**src/sv/abr_pkg.sv**
```systemverilog
// shared types, constants and the reciprocal table of the alpha box blur
package abr_pkg;

  localparam int MAX_RADIUS = 15;
  localparam int RAD_W = 4;
  localparam int CELLS = 2 * MAX_RADIUS + 1;
  localparam int IDX_W = $clog2(CELLS);
  localparam int SEEN_W = 6;
  localparam logic [SEEN_W-1:0] SEEN_MAX = '1;
  localparam int PIX_W = 8;
  localparam int SUM_W = 13;
  localparam int RECIP_W = 19;
  localparam int RECIP_SHIFT = 18;
  localparam int PROD_W = SUM_W + RECIP_W;

  typedef struct packed {
    logic [PIX_W-1:0] alpha_in;
    logic             row_end;
  } in_t;

  typedef struct packed {
    logic [PIX_W-1:0] alpha_out;
    logic             row_last;
  } out_t;

  // one output position travelling down the cell chain
  typedef struct packed {
    logic             valid;
    logic [SUM_W-1:0] sum;
    logic [IDX_W-1:0] hi;
    logic [RAD_W-1:0] r;
    logic             last;
  } token_t;

  // ceil(2^18 / (2r+1)); exact floor division for any 13-bit sum
  function automatic logic [RECIP_W-1:0] recip(input logic [RAD_W-1:0] r);
    logic [RECIP_W-1:0] m;
    case (r)
      4'd0:    m = 19'd262144;
      4'd1:    m = 19'd87382;
      4'd2:    m = 19'd52429;
      4'd3:    m = 19'd37450;
      4'd4:    m = 19'd29128;
      4'd5:    m = 19'd23832;
      4'd6:    m = 19'd20165;
      4'd7:    m = 19'd17477;
      4'd8:    m = 19'd15421;
      4'd9:    m = 19'd13798;
      4'd10:   m = 19'd12484;
      4'd11:   m = 19'd11398;
      4'd12:   m = 19'd10486;
      4'd13:   m = 19'd9710;
      4'd14:   m = 19'd9040;
      4'd15:   m = 19'd8457;
      default: m = 19'd262144;
    endcase
    return m;
  endfunction

endpackage

```
**src/sv/abr_cell.sv**
```systemverilog
// one cell of the chain: holds one pixel and adds it to a passing window sum
module abr_cell (
  input  logic                      clk,
  input  logic                      rst,
  input  logic                      adv,
  input  logic                      shift,
  input  logic [abr_pkg::IDX_W-1:0] idx,
  input  logic [abr_pkg::PIX_W-1:0] pix_in,
  output logic [abr_pkg::PIX_W-1:0] pix,
  input  abr_pkg::token_t           tok_in,
  output abr_pkg::token_t           tok
);

  abr_pkg::token_t tok_next;

  always_comb begin
    tok_next = tok_in;
    // cell idx sits idx pixels behind the newest one
    if (tok_in.valid && (idx <= tok_in.hi)) begin
      tok_next.sum = tok_in.sum + abr_pkg::SUM_W'(pix);
    end
  end

  always_ff @(posedge clk) begin
    if (shift) begin
      pix <= pix_in;
    end
  end

  always_ff @(posedge clk) begin
    if (rst) begin
      tok <= '0;
    end else if (adv) begin
      tok <= tok_next;
    end
  end

endmodule

```
**src/sv/abr_seq.sv**
```systemverilog
// row bookkeeping, radius register and launch of window tokens into the chain
module abr_seq (
  input  logic                      clk,
  input  logic                      rst,
  input  logic                      cfg_we,
  input  logic [abr_pkg::RAD_W-1:0] cfg_wdata,
  input  logic                      in_valid,
  input  abr_pkg::in_t              in_item,
  output logic                      in_ready,
  input  logic                      adv,
  input  logic                      busy,
  output abr_pkg::token_t           tok
);

  typedef enum logic [2:0] {
    ST_IDLE   = 3'b001,
    ST_LAUNCH = 3'b010,
    ST_DRAIN  = 3'b100
  } state_t;

  state_t state, state_next;

  logic [abr_pkg::RAD_W-1:0]  radius;
  logic [abr_pkg::RAD_W-1:0]  r_q;
  logic [abr_pkg::RAD_W-1:0]  d;
  logic [abr_pkg::SEEN_W-1:0] pixels_seen;
  logic [abr_pkg::SEEN_W-1:0] last_q;
  logic                       end_q;
  logic [abr_pkg::PIX_W-1:0]  newest;
  logic [abr_pkg::PIX_W-1:0]  first_pixel;

  logic                       accept;
  logic [abr_pkg::RAD_W-1:0]  r_eff;
  logic                       last_ge_r;
  logic                       has_tok;
  logic [abr_pkg::RAD_W-1:0]  d_start;
  logic [abr_pkg::IDX_W-1:0]  reach;
  logic                       past_edge;
  logic [abr_pkg::IDX_W-1:0]  cnt_first;
  logic [abr_pkg::RAD_W-1:0]  cnt_new;

  assign in_ready = (state == ST_IDLE);
  assign accept   = in_valid && in_ready;

  assign r_eff = (radius > abr_pkg::RAD_W'(abr_pkg::MAX_RADIUS)) ?
                 abr_pkg::RAD_W'(abr_pkg::MAX_RADIUS) : radius;
  assign last_ge_r = pixels_seen >= abr_pkg::SEEN_W'(r_eff);
  assign has_tok   = in_item.row_end || last_ge_r;
  // window centres counted back from the newest pixel, oldest first
  assign d_start   = (in_item.row_end && !last_ge_r) ?
                     pixels_seen[abr_pkg::RAD_W-1:0] : r_eff;

  // left (oldest) edge of the window relative to the newest pixel, and the part
  // of it that falls left of the row start
  assign reach     = abr_pkg::IDX_W'(r_q) + abr_pkg::IDX_W'(d);
  assign past_edge = abr_pkg::SEEN_W'(reach) > last_q;
  assign cnt_first = past_edge ? abr_pkg::IDX_W'(abr_pkg::SEEN_W'(reach) - last_q) : '0;
  assign cnt_new   = r_q - d;

  always_comb begin
    tok       = '0;
    tok.valid = (state == ST_LAUNCH);
    tok.hi    = past_edge ? last_q[abr_pkg::IDX_W-1:0] : reach;
    tok.r     = r_q;
    tok.last  = end_q && (d == '0);
    tok.sum   = abr_pkg::SUM_W'(cnt_new) * abr_pkg::SUM_W'(newest)
              + abr_pkg::SUM_W'(cnt_first) * abr_pkg::SUM_W'(first_pixel);
  end

  always_comb begin
    state_next = state;
    case (state)
      ST_IDLE: begin
        if (accept && has_tok) begin
          state_next = ST_LAUNCH;
        end
      end
      ST_LAUNCH: begin
        if (adv && ((d == '0) || !end_q)) begin
          state_next = ST_DRAIN;
        end
      end
      ST_DRAIN: begin
        if (!busy) begin
          state_next = ST_IDLE;
        end
      end
      default: state_next = ST_IDLE;
    endcase
  end

  always_ff @(posedge clk) begin
    if (rst) begin
      state       <= ST_IDLE;
      radius      <= '0;
      pixels_seen <= '0;
      first_pixel <= '0;
      r_q         <= '0;
      d           <= '0;
      last_q      <= '0;
      end_q       <= 1'b0;
    end else begin
      state <= state_next;
      if (cfg_we) begin
        radius <= cfg_wdata;
      end
      if (accept) begin
        newest <= in_item.alpha_in;
        r_q    <= r_eff;
        last_q <= pixels_seen;
        end_q  <= in_item.row_end;
        d      <= d_start;
        if (pixels_seen == '0) begin
          first_pixel <= in_item.alpha_in;
        end
        if (in_item.row_end) begin
          pixels_seen <= '0;
        end else if (pixels_seen != abr_pkg::SEEN_MAX) begin
          pixels_seen <= pixels_seen + 1'b1;
        end
      end else if ((state == ST_LAUNCH) && adv && (d != '0)) begin
        d <= d - 1'b1;
      end
    end
  end

endmodule

```
**src/sv/abr_recip.sv**
```systemverilog
// division by the window length as a reciprocal multiply, then the output register
module abr_recip (
  input  logic            clk,
  input  logic            rst,
  input  abr_pkg::token_t tok,
  output logic            adv,
  output logic            m_valid,
  output logic            out_valid,
  input  logic            out_ready,
  output abr_pkg::out_t   out_item
);

  logic [abr_pkg::PROD_W-1:0] m_prod;
  logic                       m_last;

  assign adv = !out_valid || out_ready;

  always_ff @(posedge clk) begin
    if (rst) begin
      m_valid   <= 1'b0;
      out_valid <= 1'b0;
    end else if (adv) begin
      m_valid   <= tok.valid;
      out_valid <= m_valid;
    end
  end

  always_ff @(posedge clk) begin
    if (adv) begin
      m_prod            <= abr_pkg::PROD_W'(tok.sum) * abr_pkg::PROD_W'(abr_pkg::recip(tok.r));
      m_last            <= tok.last;
      out_item.alpha_out <= m_prod[abr_pkg::RECIP_SHIFT +: abr_pkg::PIX_W];
      out_item.row_last  <= m_last;
    end
  end

endmodule

```
**src/sv/alpha_box_blur_row.sv**
```systemverilog
// top level of the horizontal alpha box blur with clamp to edge
//
//   port group            dir  handshake          item
//   in_item               in   in_valid/in_ready  one pixel, row end flag
//   out_item              out  out_valid/out_ready one averaged pixel, row last flag
//   cfg_wdata             in   cfg_we             radius, no wait
//
// an item giving n results (0, 1, or up to 16 on a row end) passes through
// n launches, the 31 cells of the adder chain, the reciprocal multiply and
// the return to idle before a new item is taken; an item giving no result
// leaves the block idle. reset (rst, synchronous) empties the chain and
// clears the row count and radius. a stalled output freezes the whole chain.
module alpha_box_blur_row (
  input  logic                      clk,
  input  logic                      rst,
  input  logic                      cfg_we,
  input  logic [abr_pkg::RAD_W-1:0] cfg_wdata,
  input  logic                      in_valid,
  output logic                      in_ready,
  input  abr_pkg::in_t              in_item,
  output logic                      out_valid,
  input  logic                      out_ready,
  output abr_pkg::out_t             out_item
);

  abr_pkg::token_t           tok_link [abr_pkg::CELLS+1];
  logic [abr_pkg::PIX_W-1:0] pix_link [abr_pkg::CELLS+1];

  logic adv;
  logic m_valid;
  logic chain_busy;
  logic busy;
  logic shift;

  assign shift       = in_valid && in_ready;
  assign pix_link[0] = in_item.alpha_in;

  abr_seq u_seq (
    .clk       (clk),
    .rst       (rst),
    .cfg_we    (cfg_we),
    .cfg_wdata (cfg_wdata),
    .in_valid  (in_valid),
    .in_item   (in_item),
    .in_ready  (in_ready),
    .adv       (adv),
    .busy      (busy),
    .tok       (tok_link[0])
  );

  for (genvar j = 0; j < abr_pkg::CELLS; j++) begin : g_cell
    abr_cell u_cell (
      .clk    (clk),
      .rst    (rst),
      .adv    (adv),
      .shift  (shift),
      .idx    (abr_pkg::IDX_W'(j)),
      .pix_in (pix_link[j]),
      .pix    (pix_link[j+1]),
      .tok_in (tok_link[j]),
      .tok    (tok_link[j+1])
    );
  end

  always_comb begin
    chain_busy = 1'b0;
    for (int j = 1; j <= abr_pkg::CELLS; j++) begin
      chain_busy = chain_busy | tok_link[j].valid;
    end
  end

  assign busy = chain_busy || m_valid;

  abr_recip u_recip (
    .clk       (clk),
    .rst       (rst),
    .tok       (tok_link[abr_pkg::CELLS]),
    .adv       (adv),
    .m_valid   (m_valid),
    .out_valid (out_valid),
    .out_ready (out_ready),
    .out_item  (out_item)
  );

endmodule
```
**config.mk**
```make
export PLATFORM = sky130hd
export DESIGN_NAME = alpha_box_blur_row
export DESIGN_NICKNAME = d
export VERILOG_FILES = /design/src/sv/abr_pkg.sv /design/src/sv/abr_cell.sv /design/src/sv/abr_seq.sv /design/src/sv/abr_recip.sv /design/src/sv/alpha_box_blur_row.sv
export SDC_FILE = /design/constraint.sdc
export NUM_CORES = 2
export LEC_CHECK = 0
export BUFFER_PORTS_ARGS = -buffer_cell sky130_fd_sc_hd__buf_2
export CAP_MARGIN = 20
export CORE_AREA = 2 2 389 391
export DETAILED_ROUTE_END_ITERATION = 8
export DIE_AREA = 0 0 391 393
export GPL_ROUTABILITY_DRIVEN = 0
export GPL_TIMING_DRIVEN = 1
export PLACE_DENSITY_LB_ADDON = 0.3
export SETUP_SLACK_MARGIN = 0.1
export SLEW_MARGIN = 20
export SYNTH_ARGS = -nofsm -noshare
export SYNTH_HDL_FRONTEND = slang
export SYNTH_SLANG_ARGS = --single-unit
```
**constraint.sdc**
```tcl
create_clock -name clk -period 10 [get_ports clk]
set_input_delay 1 -clock clk [delete_from_list [all_inputs] [get_ports clk]]
set_output_delay 1 -clock clk [all_outputs]
set_load 0.1 [all_outputs]
```
======== Word-level counts from Yosys, hierarchy flattened ========
Memory sizes are Yosys's and may differ from the RTL's. A register that Yosys moved wholly into a read port is not among the register bits.
Index checks and enable logic that the tools add are counted.
operators by class
  multiplexer cells ....................... 46
  bitwise logic cells ..................... 31
  divide/modulo/power cells ............... 0
  $lt $le $gt $ge ......................... 34
  multiply operators ...................... 3
  equal/unequal tests ..................... 7
  shifts and indexed selects .............. 0
  add/sub/neg operators ................... 37
  reduce and logical (&&, ||, !) cells .... 54
operators with widths
  kind                                                number
  adder 13 x 8 -> 13 bit                              31
  2-to-1 mux 13 bit                                   31
  <= comparator 5 bit, first input constant           15
  <= comparator 4 x 5 -> 1 bit, first input constant  8
  logical AND 1 bit                                   38
  OR 1 bit                                            30
  multiplier 13 x 19 -> 26 bit                        1
  2-to-1 mux 4 bit                                    6
  <= comparator 3 x 5 -> 1 bit, first input constant  4
  2-to-1 mux 19 bit                                   1
  adder 12 x 13 -> 13 bit                             1
  multiplier 5 x 8 -> 13 bit                          1
  multiplier 4 x 8 -> 12 bit                          1
  2-to-1 mux 6 bit                                    2
  <= comparator 1 x 5 -> 1 bit, first input constant  2
  <= comparator 2 x 5 -> 1 bit, first input constant  2
  2-to-1 mux 5 bit                                    2
  2-to-1 mux 3 bit                                    3
  case mux 3 bit (3 select lines)                     1
  adder 6 x 1 -> 6 bit, second input constant         1
  >= comparator 6 x 4 -> 1 bit                        1
  greater-than comparator 5 x 6 -> 1 bit              1
  logical NOT 6 bit                                   1
  != test 2 bit, second input constant                3
  other kinds (17)                                    25
word-level totals
  bits in latches ......................... 0
  output and inout port bits .............. 11
  logic and storage cells ................. 413
  memories kept ........................... 1
  memory bits (writable) .................. 0
  bits of input ports ..................... 18
  register bits after elaboration ......... 1069
  bits in read-only memories .............. 288
memories
  memory           depth  bits a word  read ports  clocked after memory_dff  wr ports  line           text
  (no name shown)  16     18           1           1                         0         abr_pkg.sv:38  case (r)

======== Depth between registers and ports, before layout ========
  depth in word-level cells ............... 33
  gate-level depth with buffers ........... 35
  gate-level depth less buffers ........... 34

======== Hierarchy ========
A second synthesis with hierarchy kept.
second synthesis, totals
  cell total of the unflattened synthesis .. 7108
  area total of the unflattened synthesis .. 68130.3 um^2
by module, submodules not included
  module                            area each (um^2)  cells an instance  times used  sequential area each (um^2)
  abr_cell at g_cell[0].u_cell ...  1803.0            184                17          720.7
  abr_cell at g_cell[1].u_cell ...  1790.5            185                14          720.7
  abr_recip                         7651.1            855                1           580.6
  abr_seq                           4673.2            521                1           960.9
  alpha_box_blur_row                88.8              14                 1           0.0

======== Worst setup path after synthesis ========
OpenSTA, ideal clock, no wires.
  path type ............................... register to register
  start point ............................. register u_seq.state[0]
  end point ............................... register u_seq.d[0] (netlist bit)
  buffers on the path ..................... 1
  setup time .............................. 487 ps
  data arrival time ....................... 9413 ps
  clock period less this slack ............ 9900 ps
  data required time ...................... 9513 ps
  cell stages (with the launch flop) ...... 6
  path slack .............................. 100 ps
  cell sequence ........................... dfxtp_1 -> nor3b_2 -> nand2_1 -> clkinv_1 -> clkbuf_1 -> a211oi_1
between the ends
  elaborated cells on any way between the ends .. 7
  classes of those cells .................. 2 x eq/ne; 1 x mux; 4 x reduce/logical
RTL lines
  what                                                           line                      text
  start: declaration                                             abr_seq.sv:21             state_t state, state_next;
  start signal: assignment                                       abr_seq.sv:103            state <= state_next;
  == test 3 x 1 -> 1 bit (*)                                     abr_seq.sv:42             assign in_ready = (state == ST_IDLE);
  net in_ready                                                   alpha_box_blur_row.sv:19  output logic in_ready,
  logical AND 1 bit (*)                                          n/a
  net g_cell[0].u_cell.shift                                     abr_cell.sv:6             input logic shift,
  2-to-1 mux 4 bit / nonzero test 2 bit (equally long branches)  n/a
  end signal: assignment                                         abr_seq.sv:112            d <= d_start;
  end signal: assignment                                         abr_seq.sv:122            d <= d - 1'b1;
  end: declaration                                               abr_seq.sv:25             logic [abr_pkg::RAD_W-1:0] d;
The timed path passes the listed nets; every way through them passes the cells marked *.
A chain may end at the register's enable or synchronous reset.

======== Final worst setup path ========
  start point ............................. register u_seq.d[0] (netlist bit)
  end point ............................... register g_cell[0].u_cell.tok[22] (netlist bit)
between the ends
  longest elaborated chain between the ends .. 7
  elaborated cells on any way between the ends .. 13
  classes of those cells .................. 5 x add/sub; 2 x mul; 2 x order compare; 3 x mux; 1 x reduce/logical
ends and longest elaborated chain
  what                                                                               line                          text
  adder 4 x 4 -> 5 bit                                                               abr_seq.sv:55                 assign reach = abr_pkg::IDX_W'(r_q) + abr_pkg::IDX_W'(d);
  subtractor 5 bit / greater-than comparator 5 x 6 -> 1 bit (equally long branches)  abr_seq.sv:57, abr_seq.sv:56
  2-to-1 mux 5 bit                                                                   abr_seq.sv:57                 assign cnt_first = past_edge ? abr_pkg::IDX_W'(abr_pkg::SEEN_W'(reach) - last_q) : '0;
  multiplier 5 x 8 -> 13 bit                                                         abr_seq.sv:67                 + abr_pkg::SUM_W'(cnt_first) * abr_pkg::SUM_W'(first_pixel);
  adder 12 x 13 -> 13 bit                                                            abr_seq.sv:67
  adder 13 x 8 -> 13 bit                                                             abr_cell.sv:20                tok_next.sum = tok_in.sum + abr_pkg::SUM_W'(pix);
  2-to-1 mux 13 bit (*)                                                              abr_cell.sv:19                if (tok_in.valid && (idx <= tok_in.hi)) begin
  end signal: assignment                                                             abr_cell.sv:34                tok <= tok_next;
  end: declaration                                                                   abr_cell.sv:11                output abr_pkg::token_t tok
Every way passes the cells marked *; elsewhere a longest branch is shown, timed or not.

==> flow_metrics.py <==
metrics = {
    "critical_path": {
        "required_ps": 10640,
        "path_max_fanout": 14,
        "cpPeakStageDelay_ps": 800,
        "startpoint_type": "register",
        "critPathSlowestCell": "nor3_1",
        "crit_type": "register to register",
        "rr_worst_depth": 29,
        "path_common_cell": "fa_1",
        "endpoint_kind": "register",
        "cp.arrival_ps": 8750,
    },
    "final_layout": {
        "finalNetCount": 7108,
        "nFillCells": 14517,
        "final_cells": 8532,
        "diodes": 0,
        "final_cell_mix": "nand2_1 (1260), dfxtp_1 (794), a21oi_1 (602)",
        "final_core_util_pct": 43.5,
        "synthToLayoutAreaGrowth_pct": 9.50,
        "drive_above_1_share_pct": 5.04,
        "final_area_mm2": 0.0649,
        "final_common_cell": "nand2_1",
    },
    "floorplan": {
        "die_height_um": 393,
        "initial_core_util_pct": 39.7,
        "fp.dieW_um": 391,
        "core_area_mm2": 0.149,
        "dieArea_mm2": 0.154,
        "io_pins": 29,
        "rows": 142,
    },
    "sta": {
        "worst_clock_skew_ps": 26.9,
        "max_freq_mhz": 123,
        "rsz0062_at_grt": "false",
        "hold_viol": 0,
        "tightest_slew_ps": 1040,
        "finalSetupViolCount": 0,
        "fin_tns_setup_ps": 0,
        "min_period_ps": 8110,
        "maxSlewViolCount": 0,
        "finalCritPeriodShare_pct": 81.1,
        "relSlewSlack_pct": 30.6,
    },
    "pwr": {
        "p_sw_w": 0.00328,
        "ir_drop_uv": 184,
        "power.share.clock_pct": 37.3,
        "p_int_w": 0.00823,
        "p_total_w": 0.0115,
        "p_comb_share_pct": 18.9,
        "power_density_mw_per_mm2": 177,
        "p_sw_share_pct": 28.5,
        "seqPwrFrac_pct": 43.7,
        "power.leakage_nw": 25.2,
    },
    "clocking": {
        "insertion_delay_ps": 720,
        "root_buffer": "clkbuf_16",
        "path_clk_slew_ps": 60,
        "htreeDepth": 3,
        "cts_resized": 0,
        "cts_tree": "built",
        "cts_buffers": 115,
        "cts_setup_buffers": 0,
        "cts_sinks": 1068,
        "cts.path.max_buffers": 3,
        "ctsHoldBuffers": 0,
    },
    "placement": {
        "placed_cell_area_mm2": 0.0610,
        "place_hpwl_um": 88000,
        "numPortBuffers": 28,
        "placed_cells_incl_taps": 8313,
    },
    "grt": {
        "antenna_found_initial": 1,
        "grt_usage_pct": 17.0,
        "grt_overflow": 0,
        "first_global_vias": 43780,
        "grt_pass1_wl_um": 219000,
        "grt_max_degree": 205,
    },
    "worst_hold_path": {
        "min_path_cells": 0,
        "min-delay-path-class": "register to register",
    },
    "synth": {
        "netlist_instances": 6630,
        "synth_cell_type_count": 78,
        "ys_ff_latch": 1068,
        "synth_area_mm2": 0.0593,
        "synth_ff_type": "dfxtp_1",
        "synth_top_cell_by_area": "dfxtp_1",
        "synthArstFlopShare_pct": 0,
        "yosys-top-cells-area": "dfxtp_1 (27%), edfxtp_1 (14%), fa_1 (8.4%)",
        "synth_edf_count": 274,
        "synth_fp_nets": 7252,
        "synth.top_cell.area_share_pct": 26.8,
        "avgSynthCellArea_um2": 8.94,
        "ys_warn_count": 0,
        "ys_seq_area_share_pct": 40.7,
    },
    "route": {
        "first_pass_iters": 6,
        "first_iter_violations": 2700,
        "vias_per_cell": 5.20,
        "drc": 0,
        "ant_nets": 0,
        "num_vias": 44385,
        "wirelength_um": 130000,
        "wl_per_cell_um": 15.2,
    },
    "outcome": {
        "status": "complete, no violations",
    },
    "flow_run": {
        "max_cap_violations": 0,
    },
}
[synth_stat cells, drive strengths merged (106+ instances only)]
| cell | instances |
|---|---|
| a211oi | 243 |
| a21oi | 616 |
| a311oi | 120 |
| and2 | 121 |
| clkbuf | 301 |
| dfxtp | 794 |
| edfxtp | 274 |
| fa | 248 |
| ha | 356 |
| inv | 479 |
| nand2 | 1260 |
| nor2 | 506 |
| o21ai | 297 |
| xnor2 | 179 |
| xor2 | 106 |
[registers in the layout (all words and copies together), names as in the netlist, named ones only]
| signal | count |
|---|---|
| u_seq.state | 3 |
| u_seq.d | 4 |
| g_cell.u_cell.tok | 738 |
| u_seq.pixels_seen | 6 |
| u_seq.newest | 8 |
| u_recip.m_valid | 1 |
| u_seq.r_q | 4 |
| u_recip.out_item | 9 |
| g_cell.u_cell.pix | 248 |
| u_recip.out_valid | 1 |
| u_seq.radius | 4 |
| u_recip.m_prod | 8 |
| u_recip.m_last | 1 |
| u_seq.last_q | 6 |
| u_seq.first_pixel | 8 |
| u_seq.end_q | 1 |
[power groups by stage]
| stage | clock (W) | combinational [W] | sequential, W |
|---|---|---|---|
| 6_report | 0.00430 | 0.00218 | 0.00503 |
| 5_1_grt | 0.00460 | 0.00251 | 0.00507 |
| 4_1_cts | 0.00443 | 0.00219 | 0.00504 |
| 3_5_place_dp | 0 | 0.00218 | 0.00513 |
| 3_3_place_gp | 0 | 0.00212 | 0.00513 |
| 2_1_floorplan | 0 | 0.00177 | 0.00506 |
[critical path: cells and delay by family, from the launching register on]
kind,cells,cell delay [ps]
AO/OA/AOI/OAI,9,1580
flip-flops,1,360
adder cells (fa/ha/maj),9,3900
buffers and inverters,3,160
AND/OR/NAND/NOR,6,1750
XOR/XNOR,2,280
[final timing paths]
kind / start / endpoint / slack [ps]
worst max-delay path: u_seq.d[0] / g_cell[0].u_cell.tok[22] / 1890
worst min-delay path: u_recip.m_prod[21] / u_recip.out_item[4] / 420
worst max register to register: u_seq.d[0] / g_cell[0].u_cell.tok[22] / 1890
worst min register to register: u_recip.m_prod[21] / u_recip.out_item[4] / 420
[layout make-up]
class	instances	area [µm²]	area share [%]
multi-input combinational	4749	32100	49.5
sequential	1068	24100	37.2
clock buffer	176	3550	5.47
tap	1944	2430	3.75
inverter	480	1820	2.80
timing repair buffer	72	531	0.817
clock inverter	43	353	0.543
[stage by stage]
step / setup WS (ps) / hold slack, ps
finish: 1890 / 418
global route: 1210 / 427
CTS: 1880 / 421
detailed placement: 1940 / 406
global placement: 2040 / 406
floorplan: 2840 / 400
[metal layers]
| metal | track usage [%] | vias to the layer above | share of wire [%] |
|---|---|---|---|
| met3 | 2.37 | 188 | 3.3 |
| met2 | 29.7 | 608 | 48 |
| met5 | 0 | - | 0 |
| li1 | - | 22323 | - |
| met1 | 22.0 | 21266 | 46 |
| met4 | 4.28 | 0 | 2.3 |
[cells by family after synthesis]
| kind of cell | after synthesis | share of synthesized area (%) |
|---|---|---|
| simple gates | 2223 | 15.9 |
| compound gates | 1559 | 16.8 |
| flops | 1068 | 40.7 |
| buf+inv | 813 | 5.16 |
| fa+ha+maj | 604 | 15.9 |
| xor+xnor | 285 | 4.22 |
| mux | 78 | 1.32 |
(Power assumes the default switching activity.)
